## src/hw/rtl/rkp_pkg.sv

```systemverilog
// Package for the radix key packer: base and length constants, digit code
// tables, status and kind codes and the sequencer state type.
// No dependencies; used by every module of the block.
package rkp_pkg;

  localparam int unsigned BASE      = 40;
  localparam int unsigned MAX_CHARS = 6;

  // Width of one base digit, and the reciprocal used to divide by BASE.
  localparam int unsigned DIG_W   = $clog2(BASE);
  localparam int unsigned SHIFT   = 32 + DIG_W;
  localparam int unsigned MUL_A_W = 33;
  localparam int unsigned MUL_B_W = 32;
  localparam int unsigned PROD_W  = MUL_A_W + MUL_B_W;
  localparam logic [MUL_A_W-1:0] RECIP =
    MUL_A_W'(((64'd1 << SHIFT) + 64'(BASE) - 64'd1) / 64'(BASE));

  localparam int unsigned CNT_W = 3;
  localparam int unsigned IDX_W = (MAX_CHARS > 1) ? $clog2(MAX_CHARS) : 1;

  // Stream widths.
  localparam int unsigned IN_DATA_W  = 40;
  localparam int unsigned OUT_DATA_W = 48;

  // Symbol bytes and digit codes.
  localparam logic [7:0] CH_ZERO  = 8'h30;
  localparam logic [7:0] CH_NINE  = 8'h39;
  localparam logic [7:0] CH_LOW_A = 8'h61;
  localparam logic [7:0] CH_LOW_Z = 8'h7a;
  localparam logic [7:0] CH_DASH  = 8'h2d;
  localparam logic [7:0] CH_UNDER = 8'h5f;

  localparam logic [DIG_W-1:0] CODE_NONE     = DIG_W'(0);
  localparam logic [DIG_W-1:0] CODE_NINE     = DIG_W'(10);
  localparam logic [DIG_W-1:0] CODE_LETTER_A = DIG_W'(11);
  localparam logic [DIG_W-1:0] CODE_LETTER_Z = DIG_W'(36);
  localparam logic [DIG_W-1:0] CODE_DASH     = DIG_W'(37);
  localparam logic [DIG_W-1:0] CODE_UNDER    = DIG_W'(38);

  typedef enum logic {
    ACT_PACK   = 1'b0,
    ACT_UNPACK = 1'b1
  } action_t;

  typedef enum logic {
    KIND_PACK = 1'b0,
    KIND_CHAR = 1'b1
  } kind_t;

  typedef enum logic [1:0] {
    STAT_OK      = 2'd0,
    STAT_BADSYM  = 2'd1,
    STAT_BADHASH = 2'd2
  } status_t;

  typedef enum logic [2:0] {
    S_IDLE,
    S_ACC,
    S_UMUL,
    S_UDIG,
    S_OUT
  } state_t;

  // Digit code of a key byte; zero for anything that is not a symbol.
  function automatic logic [DIG_W-1:0] sym_code(input logic [7:0] c);
    logic [7:0] t;
    t = 8'd0;
    if (c >= CH_ZERO && c <= CH_NINE) begin
      t = c - CH_ZERO + 8'd1;
    end else if (c >= CH_LOW_A && c <= CH_LOW_Z) begin
      t = c - CH_LOW_A + 8'(CODE_LETTER_A);
    end else if (c == CH_DASH) begin
      t = 8'(CODE_DASH);
    end else if (c == CH_UNDER) begin
      t = 8'(CODE_UNDER);
    end
    return DIG_W'(t);
  endfunction

  // Character of a digit code from one to the underscore code.
  function automatic logic [7:0] code_char(input logic [DIG_W-1:0] d);
    logic [7:0] t;
    if (d <= CODE_NINE) begin
      t = CH_ZERO + 8'(d) - 8'd1;
    end else if (d <= CODE_LETTER_Z) begin
      t = CH_LOW_A + 8'(d) - 8'(CODE_LETTER_A);
    end else if (d == CODE_DASH) begin
      t = CH_DASH;
    end else begin
      t = CH_UNDER;
    end
    return t;
  endfunction

endpackage

```

## src/hw/rtl/rkp_mul.sv

```systemverilog
// Shared registered multiplier of the radix key packer.
// Serves both the place-value products and the reciprocal division.
// Depends on rkp_pkg.
module rkp_mul (
  input  logic                        clk,
  input  logic                        en,
  input  logic [rkp_pkg::MUL_A_W-1:0] a,
  input  logic [rkp_pkg::MUL_B_W-1:0] b,
  output logic [rkp_pkg::PROD_W-1:0]  prod_r
);
  import rkp_pkg::*;

  always_ff @(posedge clk) begin
    if (en) begin
      prod_r <= PROD_W'(a) * PROD_W'(b);
    end
  end

endmodule
```

## config.mk

```make
export PLATFORM = sky130hd
export DESIGN_NAME = rkp_mul
export DESIGN_NICKNAME = d
export VERILOG_FILES = /design/src/hw/rtl/rkp_pkg.sv /design/src/hw/rtl/rkp_mul.sv
export SDC_FILE = /design/constraint.sdc
export NUM_CORES = 2
export LEC_CHECK = 0
export ABC_AREA = 1
export ABC_CLOCK_PERIOD_IN_PS = 17240
export BUFFER_PORTS_ARGS = -buffer_cell sky130_fd_sc_hd__buf_2
export CAP_MARGIN = 10
export CORE_UTILIZATION = 40
export DETAILED_ROUTE_END_ITERATION = 7
export PLACE_DENSITY = 0.57
export SYNTH_ARGS = -nofsm -noshare
export SYNTH_HDL_FRONTEND = slang
export SYNTH_SLANG_ARGS = --single-unit
```

## constraint.sdc

```tcl
create_clock -name clk -period 17.24 [get_ports clk]
set_input_delay 3.448 -clock clk [delete_from_list [all_inputs] [get_ports clk]]
set_output_delay 3.448 -clock clk [all_outputs]
set_load 0.02 [all_outputs]
```

# After elaboration in Yosys (flattened, before gate mapping)
# Index checks and enable logic that the tools add are counted.
[op_classes] mul=1
[ops] cell="33-bit by 32-bit multiplier with 65-bit output" n=1
[totals] wordCells=2 reg_bits=65 out_inout_bits=65 input_bits=67

# Depth between registers and ports, before layout
[logic_depth] ltp_word=1 depth_mapped=31 ltp_nobuf=29

# Least setup slack after synthesis
# No wires, ideal clock.
[synth_timing] path_kind="input to register" from="input b[8] (netlist name)" to="register prod_r[63] (netlist name) (data pin)" arrival_ns=9.367 path_slack_ns=7.621 stages=27 required_time_ns=16.988 setup_time_ns=0.252 path_buffers=2 path_cell_list="clkbuf_1 clkbuf_1 nand2_1 fa_1 inv_1 fa_1 fa_1 inv_1 fa_1 inv_1 fa_1 fa_1 fa_1 inv_1 fa_1 inv_1 ha_1 nand2_1 inv_1 a21oi_1 nand2_1 nand2_1 nand2_1 a21oi_1 nand2_1 nand2_1 nand2_1"
[synth_between] elab_chain_len=1
[synth_rtl] item="start, declared" line_no="rkp_mul.sv:8" text="input logic [rkp_pkg::MUL_B_W-1:0] b,"
[synth_rtl] item="33-bit by 32-bit multiplier with 65-bit output" line_no="rkp_mul.sv:15" text="prod_r <= PROD_W'(a) * PROD_W'(b);"
[synth_rtl] item="end signal, assigned" line_no="rkp_mul.sv:15"
[synth_rtl] item="end, declared" line_no="rkp_mul.sv:9" text="output logic [rkp_pkg::PROD_W-1:0] prod_r"
# No other way between the ends.
# A chain may end at the register's enable or synchronous reset.

# Worst setup path after layout
[layout_timing] from="input b[11] (netlist name)" to="register prod_r[63] (netlist name) (data pin)"
# Same word-level chain as after synthesis.

==> impl_metrics.csv <==
group,metric,value,unit
cts,postCtsResizedCells,0,
worst_setup_path,critical_path_arrival,10.32,ns
logic_synthesis,yosysUniqueCellTypes,27,
final_layout,largest_reg_flops,65,
timing,worst_pin_slew,0.973,ns
worst_setup_path,path_max_fanout,33,
logic_synthesis,synth_adder_area_share,56.3,%
logic_synthesis,ys_top_cells_by_area,"fa_1 48%, inv_1 16%, nand2_1 16%",
logic_synthesis,synth_area,38800,sq um
place,dp_hpwl,90100,microns
logic_synthesis,synth_nets,6352,
logic_synthesis,synth_top_cell_area_share,47.8,%
final_layout,multi_input_area,29600,sq um
route,drt_first_pass_iters,7,
final_layout,largest_register,"prod_r",
timing,tns,0,ns
place,portBuffers,131,
logic_synthesis,synth-simple-area-share,18.5,%
global_route,grt_max_degree,66,
cts,cts_buffer_depth,2,
cts,clock_sinks,65,
floorplanning,start_util,40.6,%
global_route,antenna_found_initial,4,
timing,fin_crit,10.21,ns
final_layout,nFillCells,9834,
cts,cts_made_buffers,9,
route,postRouteAntennaNets,0,
timing,slew_headroom,35.1,%
global_route,grt_first_pass_wirelength,176000,microns
final_layout,drive_gt1_share,4.14,%
place,place.gp.congestion,0.944,
global_route,grt_pass1_vias,32000,
timing,fmax,97.9,MHz
logic_synthesis,synth.avg_cell_area,7.61,sq um
worst_setup_path,slowest_stage,"buf_2",
logic_synthesis,yosysSeqAreaShare,5.03,%
cts,clockRootBuffer,"clkbuf_16",
final_layout,finalNetCount,6281,
cts,htree_levels,3,
timing,hold_viol,0,
floorplanning,die_h,313,microns
route,drcViolationCount,0,
logic_synthesis,yosysTopAreaCell,"fa_1",
global_route,overflow,0,
logic_synthesis,synth_top_family_by_area,"adder cells",
logic_synthesis,ys_seq_elements,65,
timing,setup_viol,0,
logic_synthesis,synthXorXnorAreaFrac,0.813,%
logic_synthesis,yosysWarningCount,0,
cts,tritoncts,"done",
floorplanning,pin_count,132,
floorplanning,die_width,313,microns
logic_synthesis,synthCells,5095,
route,drt_wl_total,108000,microns
route,drt_iter0_drc,1713,
cts,clk_pin_slew,0.06,ns
floorplanning,core_area,95400,sq um
run,drv_cap,0,
cts,cts_setup_buffers,0,
route,num_vias,29500,
timing,post-route-period-util,59.2,%
floorplanning,row_count,113,
floorplanning,dieArea,98200,sq um
logic_synthesis,synth_compound_area_share,0.733,%
status,status,"finished, final reports clean",
worst_setup_path,cp_data_required_time,17.34,ns
final_layout,areaGrowthSynthToFinish,4.62,%
global_route,track_usage,23.1,%
route,viasPerCell,4.69,
final_layout,top_regs,"prod_r x65",
worst_hold_path,hold_path_class,"in2reg",
cts,holdBufCountCts,0,
logic_synthesis,muxShareOfSynthArea,0,%
timing,rsz0062_at_grt,"false",
worst_setup_path,slowest_delay,0.68,ns
final_layout,register_area,1950,sq um
worst_setup_path,startpoint_type,"input port",
route,post_drt_wl_per_cell,17.2,microns
worst_setup_path,path_class,"in2reg",
timing,maxSlewViolCount,0,
worst_setup_path,worstSetupEndpointType,"flop",
## layer usage
| metal | GRT usage [%] | up-vias | wire, microns | share of wire, % |
|---|---|---|---|---|
| met1 | 30.3 | 14900 | 45600 | 42 |
| met3 | 2.54 | 152 | 5180 | 4.8 |
| met2 | 40.7 | 766 | 55000 | 51 |
| li1 | - | 13700 | - | - |
| met4 | 5.76 | 0 | 2670 | 2.5 |
| met5 | 0 | - | 0 | 0 |
## cell usage after synthesis, drive strengths merged
cell and instances:
a21oi 41, and3 1, buf 1, clkbuf 226
clkinv 1, edfxtp 65, fa 926, ha 264
inv 1691, nand2 1626, nand3 61, nand4 13
nor2 116, nor3 15, nor4 1, o21ai 3
o21bai 8, xnor2 4, xor2 32
## cell families after synthesis
kind of cell | count (synthesis)
xor+xnor | 36
fa+ha+maj | 1190
simple gates | 1833
buf+inv | 1919
flops | 65
compound gates | 52
## placed cells by master (no fill, tap or decap), drive strengths merged
cell	count
inv	1692
nand2	1626
fa	926
ha	264
buf	145
nor2	116
edfxtp	65
nand3	61
a21oi	41
xor2	32
nor3	15
nand4	13
clkbuf	9
o21bai	8
clkinv	5
xnor2	4
o21ai	3
diode	2
nor4	1
and3	1
bufinv	1
## stage by stage
| step | cells | worst slack [ns] | cell area [sq um] | hold WS (ns) | utilization (%) |
|---|---|---|---|---|---|
| after floorplan | 5095 | 7.62 | 38800 | 3.56 | - |
| after global placement | 6278 | 6.72 | 40300 | 3.89 | 42.2 |
| after detailed placement | 6278 | 6.71 | 40300 | 3.89 | 42.2 |
| after CTS | 6293 | 7.07 | 40600 | 3.78 | 42.5 |
| after global routing | 6295 | 6.72 | 40600 | 3.83 | 42.5 |
| final | 6295 | 7.03 | 40600 | 3.79 | 42.5 |
## worst paths after layout
| path | from | end | slack [ns] | cells past startpoint |
|---|---|---|---|---|
| worst max-delay path | b[11] | prod_r[63] | 7.03 | 26 |
| worst min-delay path | b[0] | prod_r[0] | 3.79 | 3 |
## critical path, delay by kind of cell
family	cells	cell delay [ns]
fa+ha+maj	9	4.54
compound gates	2	0.50
buf+inv	7	0.98
simple gates	8	0.83
## cell type report
| type | count | share of cell area (%) |
|---|---|---|
| multi-input cells | 3111 | 73.0 |
| clock buffers | 9 | 0.555 |
| clock inverters | 6 | 0.170 |
| flip-flops and latches | 65 | 4.81 |
| repair buffers | 145 | 1.88 |
| inverters | 1692 | 15.7 |
| diodes | 2 | 0.0123 |
| well taps | 1265 | 3.90 |
Power is left out: the tool's default activity adds up to more than one toggle a clock period on the data nets, which glitch-free logic cannot reach.
